[config.mk]
export PLATFORM = sky130hd
export DESIGN_NAME = deque_with_parity_filter_flat
export DESIGN_NICKNAME = d
export VERILOG_FILES = /design/src/hdl/dqpf_pkg.sv /design/src/hdl/dqpf_stream_if.sv /design/src/hdl/dqpf_ctrl.sv /design/src/hdl/dqpf_datapath.sv /design/src/hdl/deque_with_parity_filter.sv /design/src/flat_wrapper.sv
export SDC_FILE = /design/constraint.sdc
export NUM_CORES = 1
export LEC_CHECK = 0
export BUFFER_PORTS_ARGS = -buffer_cell sky130_fd_sc_hd__buf_2
export CAP_MARGIN = 20
export CORE_MARGIN = 2
export CORE_UTILIZATION = 30
export CTS_CLUSTER_SIZE = 10
export DETAILED_ROUTE_END_ITERATION = 16
export GPL_TIMING_DRIVEN = 0
export SYNTH_ARGS = -nofsm -noshare
export SYNTH_HDL_FRONTEND = slang
export SYNTH_SLANG_ARGS = --single-unit
[constraint.sdc]
create_clock -name clock -period 7.3 [get_ports clock]
set_input_delay 1.46 -clock clock [delete_from_list [all_inputs] [get_ports clock]]
set_output_delay 1.46 -clock clock [all_outputs]
set_load 0.03 [all_outputs]
[src/hdl/dqpf_pkg.sv]
// ----------------------------------------------------------------------------
// dqpf_pkg
// Shared widths, request and status codes, and the controller/datapath
// command and status groups for the parity-filter deque.
// ----------------------------------------------------------------------------
package dqpf_pkg;

   localparam int REQ_W   = 3;
   localparam int DATA_W  = 32;
   localparam int COUNT_W = 6;

   // Request codes; codes five to seven are treated as no-ops.
   typedef enum logic [REQ_W-1:0] {
      REQ_CREATE = 3'd0,
      REQ_ADD    = 3'd1,
      REQ_VIEW   = 3'd2,
      REQ_CLEAR  = 3'd3,
      REQ_REMOVE = 3'd4
   } req_code_type;

   typedef enum logic [1:0] {
      ST_OK      = 2'd0,
      ST_EMPTY   = 2'd1,
      ST_REFUSED = 2'd2,
      ST_FULL    = 2'd3
   } status_type;

   // Controller -> datapath
   typedef struct packed {
      logic run_single;
      logic start_walk;
      logic view_step;
      logic filter_step;
      logic filter_finish;
   } cmd_type;

   // Datapath -> controller
   typedef struct packed {
      logic list_empty;
      logic out_free;
      logic view_done;
      logic filter_done;
   } stat_type;

endpackage

[src/hdl/dqpf_stream_if.sv]
// ----------------------------------------------------------------------------
// dqpf_req_if / dqpf_rsp_if
// Valid/ready channels for requests and results of the parity-filter deque.
// ----------------------------------------------------------------------------
interface dqpf_req_if;
   logic                              valid;
   logic                              ready;
   logic [dqpf_pkg::REQ_W-1:0]        req_type;
   logic signed [dqpf_pkg::DATA_W-1:0] value;
   logic                              end_select;
   logic                              remove_even;

   modport source (output valid, req_type, value, end_select, remove_even,
                   input ready);
   modport sink   (input valid, req_type, value, end_select, remove_even,
                   output ready);
endinterface

interface dqpf_rsp_if;
   logic                               valid;
   logic                               ready;
   logic signed [dqpf_pkg::DATA_W-1:0] elem_value;
   logic                               last;
   logic [1:0]                         status;
   logic [dqpf_pkg::COUNT_W-1:0]       elem_count;

   modport source (output valid, elem_value, last, status, elem_count,
                   input ready);
   modport sink   (input valid, elem_value, last, status, elem_count,
                   output ready);
endinterface

[src/hdl/dqpf_ctrl.sv]
// ----------------------------------------------------------------------------
// dqpf_ctrl
// Request sequencer: takes requests in idle, runs the view and parity-filter
// walks over the ring store and tells the datapath what to do each cycle.
// ----------------------------------------------------------------------------
module dqpf_ctrl (
   input  logic                       clock,
   input  logic                       reset,
   input  logic                       req_valid,
   input  logic [dqpf_pkg::REQ_W-1:0] req_code,
   input  dqpf_pkg::stat_type         stat,
   output logic                       req_ready,
   output dqpf_pkg::cmd_type          cmd
);
   import dqpf_pkg::*;

   typedef enum logic [1:0] {
      S_IDLE,
      S_VIEW,
      S_FILTER
   } state_type;

   state_type state_ff, state_in;

   always_comb begin
      state_in  = state_ff;
      cmd       = '0;
      req_ready = 1'b0;
      case (state_ff)
         S_IDLE: begin
            req_ready = stat.out_free;
            if (req_valid && stat.out_free) begin
               if (req_code == REQ_VIEW && !stat.list_empty) begin
                  cmd.start_walk = 1'b1;
                  state_in       = S_VIEW;
               end else if (req_code == REQ_REMOVE && !stat.list_empty) begin
                  cmd.start_walk = 1'b1;
                  state_in       = S_FILTER;
               end else begin
                  cmd.run_single = 1'b1;
               end
            end
         end
         S_VIEW: begin
            cmd.view_step = 1'b1;
            if (stat.view_done) begin
               state_in = S_IDLE;
            end
         end
         S_FILTER: begin
            if (stat.filter_done) begin
               cmd.filter_finish = 1'b1;
               state_in          = S_IDLE;
            end else begin
               cmd.filter_step = 1'b1;
            end
         end
         default: begin
            state_in = S_IDLE;
         end
      endcase
   end

   always_ff @(posedge clock) begin
      if (reset) begin
         state_ff <= S_IDLE;
      end else begin
         state_ff <= state_in;
      end
   end

endmodule

[src/hdl/dqpf_datapath.sv]
// ----------------------------------------------------------------------------
// dqpf_datapath
// Ring store, front index, element count, walk counters, read register and
// the result register.
// ----------------------------------------------------------------------------
module dqpf_datapath #(
   parameter int DEPTH = 32
) (
   input  logic                               clock,
   input  logic                               reset,
   input  logic [dqpf_pkg::REQ_W-1:0]         req_code,
   input  logic signed [dqpf_pkg::DATA_W-1:0] req_value,
   input  logic                               req_end_select,
   input  logic                               req_remove_even,
   input  dqpf_pkg::cmd_type                  cmd,
   output dqpf_pkg::stat_type                 stat,
   input  logic                               rsp_ready,
   output logic                               rsp_valid,
   output logic signed [dqpf_pkg::DATA_W-1:0] rsp_elem_value,
   output logic                               rsp_last,
   output logic [1:0]                         rsp_status,
   output logic [dqpf_pkg::COUNT_W-1:0]       rsp_elem_count
);
   import dqpf_pkg::*;

   localparam int CNT_W = $clog2(DEPTH + 1);
   localparam int IDX_W = (DEPTH > 1) ? $clog2(DEPTH) : 1;

   logic [DATA_W-1:0] mem [DEPTH];

   logic [IDX_W-1:0]  front_ff, front_in;
   logic [CNT_W-1:0]  count_ff, count_in;
   logic [CNT_W-1:0]  pos_ff, pos_in;
   logic [CNT_W-1:0]  keep_ff, keep_in;
   logic              rd_pend_ff, rd_pend_in;
   logic              rd_last_ff, rd_last_in;
   logic [DATA_W-1:0] rd_data_ff;
   logic              back_ff, back_in;
   logic              rem_even_ff, rem_even_in;

   logic              out_valid_ff, out_valid_in;
   logic [DATA_W-1:0] out_value_ff, out_value_in;
   logic              out_last_ff, out_last_in;
   status_type        out_status_ff, out_status_in;
   logic [COUNT_W-1:0] out_count_ff, out_count_in;

   logic              out_free, pos_end, move, issue, keep_it;
   logic [CNT_W-1:0]  view_pos;
   logic [IDX_W-1:0]  rd_addr, wr_addr;
   logic [DATA_W-1:0] wr_data;
   logic              wr_en;
   status_type        single_status;

   // Slot of element p counted from base, wrapping at DEPTH.
   function automatic logic [IDX_W-1:0] slot_of(input logic [IDX_W-1:0] base,
                                                 input logic [CNT_W-1:0] p);
      logic [CNT_W:0] sum;
      sum = (CNT_W+1)'(base) + (CNT_W+1)'(p);
      if (sum >= (CNT_W+1)'(DEPTH)) begin
         sum = sum - (CNT_W+1)'(DEPTH);
      end
      return sum[IDX_W-1:0];
   endfunction

   assign out_free = !out_valid_ff || rsp_ready;
   assign pos_end  = (pos_ff == count_ff);
   assign move     = cmd.view_step && rd_pend_ff && out_free;
   assign issue    = (cmd.view_step && !pos_end && (!rd_pend_ff || move)) ||
                     (cmd.filter_step && !pos_end);
   assign keep_it  = cmd.filter_step && rd_pend_ff && (rd_data_ff[0] == rem_even_ff);
   assign view_pos = back_ff ? (count_ff - pos_ff - CNT_W'(1)) : pos_ff;
   assign rd_addr  = slot_of(front_ff, cmd.view_step ? view_pos : pos_ff);

   assign stat.list_empty  = (count_ff == '0);
   assign stat.out_free    = out_free;
   assign stat.view_done   = pos_end && (!rd_pend_ff || move);
   assign stat.filter_done = pos_end && !rd_pend_ff;

   // State updates and store writes
   always_comb begin
      front_in      = front_ff;
      count_in      = count_ff;
      wr_en         = 1'b0;
      wr_addr       = slot_of(front_ff, keep_ff);
      wr_data       = rd_data_ff;
      single_status = ST_OK;
      if (cmd.run_single) begin
         case (req_code)
            REQ_CREATE: begin
               if (count_ff != '0) begin
                  single_status = ST_REFUSED;
               end else begin
                  front_in = '0;
                  count_in = CNT_W'(1);
                  wr_en    = 1'b1;
                  wr_addr  = '0;
                  wr_data  = req_value;
               end
            end
            REQ_ADD: begin
               if (count_ff == '0) begin
                  single_status = ST_EMPTY;
               end else if (count_ff >= CNT_W'(DEPTH)) begin
                  single_status = ST_FULL;
               end else begin
                  wr_en    = 1'b1;
                  wr_data  = req_value;
                  count_in = count_ff + CNT_W'(1);
                  if (!req_end_select) begin
                     front_in = (front_ff == '0) ? IDX_W'(DEPTH - 1)
                                                 : front_ff - IDX_W'(1);
                     wr_addr  = front_in;
                  end else begin
                     wr_addr = slot_of(front_ff, count_ff);
                  end
               end
            end
            REQ_VIEW, REQ_REMOVE: begin
               // only reached as a single op on an empty list
               single_status = ST_EMPTY;
            end
            REQ_CLEAR: begin
               front_in = '0;
               count_in = '0;
            end
            default: begin
               single_status = ST_OK;
            end
         endcase
      end
      if (keep_it) begin
         wr_en = 1'b1;
      end
      if (cmd.filter_finish) begin
         count_in = keep_ff;
         if (keep_ff == '0) begin
            front_in = '0;
         end
      end
   end

   // Walk counters
   always_comb begin
      pos_in      = pos_ff;
      keep_in     = keep_ff;
      rd_pend_in  = rd_pend_ff;
      rd_last_in  = rd_last_ff;
      back_in     = back_ff;
      rem_even_in = rem_even_ff;
      if (cmd.start_walk) begin
         pos_in      = '0;
         keep_in     = '0;
         rd_pend_in  = 1'b0;
         back_in     = req_end_select;
         rem_even_in = req_remove_even;
      end else begin
         if (issue) begin
            pos_in     = pos_ff + CNT_W'(1);
            rd_pend_in = 1'b1;
            rd_last_in = (pos_ff + CNT_W'(1) == count_ff);
         end else if (move || cmd.filter_step) begin
            rd_pend_in = 1'b0;
         end
         if (keep_it) begin
            keep_in = keep_ff + CNT_W'(1);
         end
      end
   end

   // Result register
   always_comb begin
      out_valid_in  = out_valid_ff && !rsp_ready;
      out_value_in  = out_value_ff;
      out_last_in   = out_last_ff;
      out_status_in = out_status_ff;
      out_count_in  = out_count_ff;
      if (cmd.run_single || cmd.filter_finish || move) begin
         out_valid_in  = 1'b1;
         out_value_in  = move ? rd_data_ff : '0;
         out_last_in   = move ? rd_last_ff : 1'b1;
         out_status_in = cmd.run_single ? single_status : ST_OK;
         out_count_in  = COUNT_W'(count_in);
      end
   end

   always_ff @(posedge clock) begin
      if (reset) begin
         front_ff     <= '0;
         count_ff     <= '0;
         pos_ff       <= '0;
         keep_ff      <= '0;
         rd_pend_ff   <= 1'b0;
         out_valid_ff <= 1'b0;
      end else begin
         front_ff     <= front_in;
         count_ff     <= count_in;
         pos_ff       <= pos_in;
         keep_ff      <= keep_in;
         rd_pend_ff   <= rd_pend_in;
         out_valid_ff <= out_valid_in;
      end
   end

   always_ff @(posedge clock) begin
      rd_last_ff    <= rd_last_in;
      back_ff       <= back_in;
      rem_even_ff   <= rem_even_in;
      out_value_ff  <= out_value_in;
      out_last_ff   <= out_last_in;
      out_status_ff <= out_status_in;
      out_count_ff  <= out_count_in;
   end

   always_ff @(posedge clock) begin
      if (wr_en) begin
         mem[wr_addr] <= wr_data;
      end
      if (issue) begin
         rd_data_ff <= mem[rd_addr];
      end
   end

   assign rsp_valid      = out_valid_ff;
   assign rsp_elem_value = out_value_ff;
   assign rsp_last       = out_last_ff;
   assign rsp_status     = out_status_ff;
   assign rsp_elem_count = out_count_ff;

endmodule

[src/hdl/deque_with_parity_filter.sv]
// ----------------------------------------------------------------------------
// deque_with_parity_filter
// Bounded double-ended list of signed 32-bit values in a DEPTH-entry ring
// store, with view in either direction and removal of even or odd values.
// Results: create, add, clear and refused requests give their result in the
//   cycle after the transfer; view passes its first element through the read
//   register and then the result register.
// Throughput, while results are taken: single-result requests one per cycle;
//   view and parity removal take no new request until the walk over the n
//   stored elements, one per cycle on the store's one read port, is done.
// Reset clears the list (count and front index zero); store
//   contents are not cleared.
// ----------------------------------------------------------------------------
module deque_with_parity_filter #(
   parameter int DEPTH = 32
) (
   input  logic        clock,
   input  logic        reset,
   dqpf_req_if.sink    req_chan,
   dqpf_rsp_if.source  rsp_chan
);
   import dqpf_pkg::*;

   cmd_type  cmd;
   stat_type stat;

   dqpf_ctrl u_ctrl (
      .clock     (clock),
      .reset     (reset),
      .req_valid (req_chan.valid),
      .req_code  (req_chan.req_type),
      .stat      (stat),
      .req_ready (req_chan.ready),
      .cmd       (cmd)
   );

   dqpf_datapath #(
      .DEPTH (DEPTH)
   ) u_datapath (
      .clock           (clock),
      .reset           (reset),
      .req_code        (req_chan.req_type),
      .req_value       (req_chan.value),
      .req_end_select  (req_chan.end_select),
      .req_remove_even (req_chan.remove_even),
      .cmd             (cmd),
      .stat            (stat),
      .rsp_ready       (rsp_chan.ready),
      .rsp_valid       (rsp_chan.valid),
      .rsp_elem_value  (rsp_chan.elem_value),
      .rsp_last        (rsp_chan.last),
      .rsp_status      (rsp_chan.status),
      .rsp_elem_count  (rsp_chan.elem_count)
   );

endmodule

[src/flat_wrapper.sv]
// flat-port wrapper written by rule: the top's interface ports become plain ports
module deque_with_parity_filter_flat import dqpf_pkg::*;
#(
   parameter int DEPTH = 32
)
  (clock, reset, req_chan_valid, req_chan_req_type, req_chan_value, req_chan_end_select, req_chan_remove_even, req_chan_ready, rsp_chan_valid, rsp_chan_elem_value, rsp_chan_last, rsp_chan_status, rsp_chan_elem_count, rsp_chan_ready);
  dqpf_req_if req_chan_i ();
  dqpf_rsp_if rsp_chan_i ();
  input  logic clock;
  input  logic reset;
  input wire logic [$bits(req_chan_i.valid)-1:0] req_chan_valid;
  input wire logic [$bits(req_chan_i.req_type)-1:0] req_chan_req_type;
  input wire logic [$bits(req_chan_i.value)-1:0] req_chan_value;
  input wire logic [$bits(req_chan_i.end_select)-1:0] req_chan_end_select;
  input wire logic [$bits(req_chan_i.remove_even)-1:0] req_chan_remove_even;
  output wire logic [$bits(req_chan_i.ready)-1:0] req_chan_ready;
  output wire logic [$bits(rsp_chan_i.valid)-1:0] rsp_chan_valid;
  output wire logic [$bits(rsp_chan_i.elem_value)-1:0] rsp_chan_elem_value;
  output wire logic [$bits(rsp_chan_i.last)-1:0] rsp_chan_last;
  output wire logic [$bits(rsp_chan_i.status)-1:0] rsp_chan_status;
  output wire logic [$bits(rsp_chan_i.elem_count)-1:0] rsp_chan_elem_count;
  input wire logic [$bits(rsp_chan_i.ready)-1:0] rsp_chan_ready;
  assign req_chan_i.valid = req_chan_valid;
  assign req_chan_i.req_type = req_chan_req_type;
  assign req_chan_i.value = req_chan_value;
  assign req_chan_i.end_select = req_chan_end_select;
  assign req_chan_i.remove_even = req_chan_remove_even;
  assign req_chan_ready = req_chan_i.ready;
  assign rsp_chan_valid = rsp_chan_i.valid;
  assign rsp_chan_elem_value = rsp_chan_i.elem_value;
  assign rsp_chan_last = rsp_chan_i.last;
  assign rsp_chan_status = rsp_chan_i.status;
  assign rsp_chan_elem_count = rsp_chan_i.elem_count;
  assign rsp_chan_i.ready = rsp_chan_ready;
  deque_with_parity_filter #(.DEPTH(DEPTH)) u_core (.clock(clock), .reset(reset), .req_chan(req_chan_i), .rsp_chan(rsp_chan_i));
endmodule
==> out/results.tsv, run 1 <==
stage	metric	value	unit
run_status	status	finished, final reports clean	
detailed_routing	Post-Route WL	120700	um
timing	Final Hold Viols	0	
clock_tree	hold_buf cts	0	
logic_synthesis	cell count after synthesis	2430	
grt	GRT Overall Usage	15.57	%
grt	initial antenna violation count	6	
setup_path	Worst EP required	7890	ps
setup_path	crit end category	flip-flop	
job	Max-Cap Viols	0	
timing	fin crit share	74.25	%
clock_tree	clk buf depth	3	
timing	final slew viol count	0	
clock_tree	PostCTS Resize Cnt	0	
detailed_routing	per-cell routed wire length	25.03	um
timing	# setup viols final	0	
timing	final hold slack	512.3	ps
logic_synthesis	top-count cell post-synth	edfxtp_1	
detailed_routing	via-per-instance ratio	5.067	
layout	share of cells above drive strength 1	24.78	%
clock_tree	CTS H-tree depth	4	
layout	final instance area	54200	sq um
logic_synthesis	sequential element share of the synthesized area	73.99	%
floorplanning	Initial Util	30.26	%
floorplanning	Chip Height	392.9	um
floorplanning	Rows	142	
layout	Layout area overhead	19.44	%
clock_tree	CTS tree	yes	
logic_synthesis	FF+latch count, synth	1127	
clock_tree	CTS clk-pin slew, worst paths	50	ps
timing	FMAX	184.5	MHz
layout	Layout Utilization	36.14	%
clock_tree	clock root buffer	clkbuf_16	
place	placed inst area	49960	sq um
logic_synthesis	syn_area_per_cell	18.67	sq um
floorplanning	core box area	150000	sq um
setup_path	Critical path origin	u_core.u_datapath.count_ff[1]	
place	port bufs	82	
timing	Slew @ Worst Pin	1138	ps
detailed_routing	DR pass1 iterations	5	
logic_synthesis	Syn Nets	2497	
floorplanning	Ports	84	
detailed_routing	Final ANT Viol Nets	0	
clock_tree	Num Clock Sinks	1127	
layout	Nets	2846	
logic_synthesis	Synth cell types	64	
worst_hold_path	Worst Min Path Start	u_core.u_datapath.keep_ff[5]	
grt	vias in the first global route	24250	
logic_synthesis	ys async rst share	0	%
setup_path	RR Startpoint	u_core.u_datapath.count_ff[1]	
detailed_routing	drt drc	0	
logic_synthesis	area of the mapped netlist	45380	sq um
timing	unrepaired setup endpoints after global routing	false	
logic_synthesis	Primary FF master, synth	edfxtp_1	
power_and_ir_drop	LEAKAGE	17.10	nW
grt	largest net degree at the start of global routing	40	
setup_path	CP arrival	6010	ps
grt	first-pass GRT wire length	172200	um
clock_tree	clock latency on the worst-skew pair	770	ps
logic_synthesis	Synth top area share	72.80	%
timing	clk_skew	47.11	ps
clock_tree	number of buffers created by CTS	132	
logic_synthesis	Post-synth EDFFs	1100	
place	DP HPWL	83070	um
setup_path	crit-path max FO	10	
logic_synthesis	yosys warns	0	
detailed_routing	routed vias	24440	
power_and_ir_drop	Pwr Total	0.01318	W
setup_path	Critical Path Start Type	flip-flop	
timing	Slew headroom	24.14	%
timing	minimum clock period	5420	ps
clock_tree	postcts setup bufs	0	
place	gp weighted congestion	0.8789	
setup_path	Setup Crit Path Kind	flip-flop to flip-flop	
worst_hold_path	hold crit path type	flip-flop to flip-flop	
logic_synthesis	top cells by area, synth	edfxtp_1, mux4_2, mux2i_1, nor2_1, dfxtp_1	
grt	total gr overflow	0	
detailed_routing	First DRT Iteration DRCs	3091	
power_and_ir_drop	VDD IR max	0.0002322	V
floorplanning	die width	392.9	um
floorplanning	DIE AREA	154400	sq um
logic_synthesis	synth cell count leaders	edfxtp_1, nor2_1, mux4_2, mux2i_1, nand2_1	
power_and_ir_drop	Pwr Density	243.2	nW/um^2
logic_synthesis	cell taking the most area after synthesis	edfxtp_1	
==> per-layer routing <==
layer	up-vias	global-route usage (%)	share of wire (%)
li1	10300	-	-
met1	12870	22.57	44
met2	1111	23.70	46
met3	167	3.519	8.9
met4	0	3.776	1.8
met5	-	0	0
==> final timing paths <==
check,end,slack (ps),cells past startpoint
min,u_core.u_datapath.keep_ff[5],510,2
min reg2reg,u_core.u_datapath.keep_ff[5],510,2
max,u_core.u_datapath.rd_data_ff[27],1880,12
max reg2reg,u_core.u_datapath.rd_data_ff[27],1880,12
==> state kept, by name, summed over array words and instances, names as in the netlist, 2 cells and up <==
register / count
u_core.u_datapath.mem: 1024
u_core.u_datapath.rd_data_ff: 32
u_core.u_datapath.rsp_elem_value: 32
u_core.u_datapath.count_ff: 6
u_core.u_datapath.keep_ff: 6
u_core.u_datapath.pos_ff: 6
u_core.u_datapath.rsp_elem_count: 6
u_core.u_datapath.front_ff: 5
u_core.u_ctrl.state_ff: 2
u_core.u_datapath.rsp_status: 2
==> cells in the final DEF (no fill, tap or decap), types with 19 or more instances in the layout <==
cell          n
clkbuf_16   132
nor2_1      304
dfxtp_1      27
and2_1       35
buf_8        19
buf_16       22
buf_2       104
inv_1        19
ha_1         22
and4_1       33
mux4_2      256
nor3_2       22
edfxtp_1   1100
nand2_1     122
a21oi_1      24
buf_6        75
mux2i_1     133
clkbuf_1    108
==> per-stage QoR <==
stage          setup slack, ps   TNS, ps  instances
6_report                  1880         0       4823
5_1_grt                   1832         0       4821
4_1_cts                   2032         0       4798
3_5_place_dp              1759         0       4638
3_3_place_gp             -3236  -1911840       4528
2_1_floorplan             1494         0       2430
==> area by class of cell <==
cell class	count	area, sq um
Fill cell	13850	95760
Sequential cell	1127	33570
Multi-Input combinational cell	1155	11410
Clock buffer	142	3351
Tap cell	2016	2522
Timing Repair Buffer	215	2364
Buffer	129	530.5
Clock inverter	18	367.9
Inverter	19	71.32
Antenna cell	2	5.005
==> report_power, final <==
group          internal [W]  switching (W)  leakage (nW)
logic             0.0000698       0.000164          5.15
registers           0.00707     0.00000564          10.2
clock network       0.00332        0.00255          1.79
==> cells by family after synthesis <==
logic type / synth area share [%]
simple gates: 6.235
mux: 15.76
xor+xnor: 0.5984
compound gates: 1.321
buf+inv: 1.318
flops: 73.99
fa+ha+maj: 0.7831
==> critical path, cell delays in order (launching register included) <==
cell,delay [ps]
dfxtp_1,620
inv_1,270
fa_1,510
o21ai_0,330
ha_1,300
a21o_1,180
a21oi_1,510
mux2i_1,870
buf_6,230
clkbuf_1,520
nor2_1,110
mux2i_1,430
and4_1,380
Power figures use the tool's default switching activity.
==> inputs of run 2 (changes only) <==
clock period = 5.01 ns   (was 7.3 ns; I/O delays follow)
==> out/results.tsv, run 2 (synthesized netlist as in run 1, its figures left out) <==
stage	metric	value	unit	change
layout	share of cells above drive strength 1	25.83	%	was 24.78%
clock_tree	CTS tree	yes		unchanged
place	DP Cell Count	4628		was 4638
floorplanning	Chip Height	392.9	um	unchanged
setup_path	CP most frequent cell	ha_1		was mux2i_1
place	DP HPWL	82410	um	was 83070 um
layout	final instance area	54260	sq um	was 54200 sq um
timing	final worst setup slack	253.3	ps	was 1880 ps
layout	commonest non-fill, non-tap cell in the layout	edfxtp_1		unchanged
grt	largest net degree at the start of global routing	33		was 40
grt	GRT Overall Usage	15.56	%	was 15.57%
power_and_ir_drop	Pwr Total	0.01902	W	was 0.01318 W
power_and_ir_drop	VDD IR max	0.0003280	V	was 0.0002322 V
grt	total gr overflow	0		unchanged
clock_tree	clock latency on the worst-skew pair	750	ps	was 770 ps
setup_path	CP max stage cell	clkbuf_1		was mux2i_1
power_and_ir_drop	Pwr Density	350.5	nW/um^2	was 243.2 nW/um^2
setup_path	crit end category	flip-flop		unchanged
setup_path	WP buf/inv	3		unchanged
clock_tree	CTS clk-pin slew, worst paths	60	ps	was 50 ps
setup_path	Worst EP required	5590	ps	was 7890 ps
timing	final slew viol count	0		unchanged
clock_tree	number of buffers created by CTS	131		was 132
place	gp weighted congestion	0.9199		was 0.8789
setup_path	worst reg-to-reg path cell count	13		was 12
setup_path	Setup Crit Path Kind	flip-flop to flip-flop		unchanged
place	Setup WS pre-CTS	-419.7	ps	was 1759 ps
timing	FMAX	210.2	MHz	was 184.5 MHz
setup_path	Crit path depth	13		was 12
detailed_routing	Final ANT Viol Nets	0		unchanged
clock_tree	clock root buffer	clkbuf_16		unchanged
job	Max-Cap Viols	0		unchanged
timing	clk_skew	32.41	ps	was 47.11 ps
timing	Slew @ Worst Pin	1139	ps	was 1138 ps
setup_path	Critical Path Max Stage Delay	630	ps	was 870 ps
clock_tree	hold_buf cts	0		unchanged
floorplanning	Rows	142		unchanged
layout	Top reg by flops	u_core.u_datapath.mem		unchanged
layout	Final Non-Filler Cells	4812		was 4823
setup_path	top cell family by delay on the critical path	adder cells		was multiplexers
floorplanning	DIE AREA	154400	sq um	unchanged
layout	Layout area overhead	19.57	%	was 19.44%
worst_hold_path	Worst Hold Path Cells	1		was 2
timing	# setup viols final	0		unchanged
timing	fin crit share	94.94	%	was 74.25%
layout	Nets	2839		was 2846
run_status	status	finished, final reports clean		unchanged
floorplanning	Initial Util	30.26	%	unchanged
detailed_routing	routed vias	24350		was 24440
detailed_routing	Post-Route WL	120200	um	was 120700 um
setup_path	CP arrival	5330	ps	was 6010 ps
detailed_routing	per-cell routed wire length	24.98	um	was 25.03 um
detailed_routing	First DRT Iteration DRCs	3039		was 3091
floorplanning	core box area	150000	sq um	unchanged
layout	max reg flops	1024		unchanged
worst_hold_path	hold crit path type	input pin to flip-flop		was flip-flop to flip-flop
place	placed inst area	49950	sq um	was 49960 sq um
layout	fill count	13920		was 13850
grt	vias in the first global route	24020		was 24250
setup_path	Critical Path Start Type	flip-flop		unchanged
floorplanning	Ports	84		unchanged
timing	unrepaired setup endpoints after global routing	false		unchanged
power_and_ir_drop	LEAKAGE	17.16	nW	was 17.10 nW
clock_tree	CTS H-tree depth	4		unchanged
detailed_routing	via-per-instance ratio	5.060		was 5.067
detailed_routing	drt drc	0		unchanged
clock_tree	clk buf depth	3		unchanged
timing	Final Hold Viols	0		unchanged
place	port bufs	82		unchanged
grt	initial antenna violation count	6		unchanged
layout	commonest cells after routing, fill and taps aside	edfxtp_1, nor2_1, mux4_2, clkbuf_16, mux2i_1		was edfxtp_1, nor2_1, mux4_2, mux2i_1, clkbuf_16
setup_path	CP cell instances	ha_1 -> inv_1 -> fa_1 -> o21ai_0 -> ha_1 -> a21o_1 -> a21oi_2 -> mux2i_2 -> buf_6 -> clkbuf_1 -> nor2_1 -> mux2i_1 -> and4_1		was inv_1 -> fa_1 -> o21ai_0 -> ha_1 -> a21o_1 -> a21oi_1 -> mux2i_1 -> buf_6 -> clkbuf_1 -> nor2_1 -> mux2i_1 -> and4_1
setup_path	crit-path max FO	10		unchanged
timing	Slew headroom	23.90	%	was 24.14%
timing	minimum clock period	4757	ps	was 5420 ps
detailed_routing	DR pass1 iterations	8		was 5
clock_tree	Num Clock Sinks	1127		unchanged
grt	first-pass GRT wire length	172300	um	was 172200 um
floorplanning	die width	392.9	um	unchanged
layout	Layout Utilization	36.18	%	was 36.14%
[run 2: cell type report]
cell class                 instances  area, sq um  area share (%)
sequential                      1127        33570           61.88
multi-input combinational       1155        11460           21.13
clock buffer                     146         3408           6.282
tap                             2016         2522           4.649
timing repair buffer             209         2465           4.543
buffer                           129        591.8           1.091
clock inverter                    10        158.9          0.2929
inverter                          19        71.32          0.1314
antenna                            1        2.502        0.004612
[run 2: path summary, 6_finish.rpt]
check	start	endpoint	slack, ps
max	u_core.u_datapath.count_ff[0]	u_core.u_datapath.rd_data_ff[1]	250
min reg2reg	u_core.u_datapath.rd_last_ff	u_core.u_datapath.rsp_last	510
max reg2reg	u_core.u_datapath.count_ff[0]	u_core.u_datapath.rd_data_ff[1]	250
min	req_chan_remove_even	u_core.u_datapath.rem_even_ff	470
[run 2: timing repair]
| item | in CTS | in global routing |
|---|---|---|
| pin swaps | 0 | 0 |
| setup buffers | 2 | 0 |
| setup endpoints to repair | 32 | 64 |
| resized for setup | 11 | 76 |
[run 2: per-layer routing]
layer / GRT usage (%) / vias up / part of all wire (%)
met5: 0 / - / 0.027
met4: 4.981 / 4 / 2.4
met3: 4.226 / 186 / 9.6
met2: 22.67 / 1088 / 44
met1: 22.46 / 12770 / 44
li1: - / 10300 / -
[run 2: power breakdown]
group / total (W) / leakage [nW] / switching [W] / internal [W]
clock: 0.00835 / 1.74 / 0.00357 / 0.00478
sequential: 0.0103 / 10.2 / 0.0000107 / 0.0103
combinational: 0.000353 / 5.27 / 0.000244 / 0.000109
[run 2: through the flow]
stage,setup TNS [ps],hold slack (ps)
after global routing,0,443.3
after global placement,-3504390,494.5
after floorplan,-200130,468.9
after CTS,0,419.6
after detailed placement,-9639,501.7
final,0,470.9
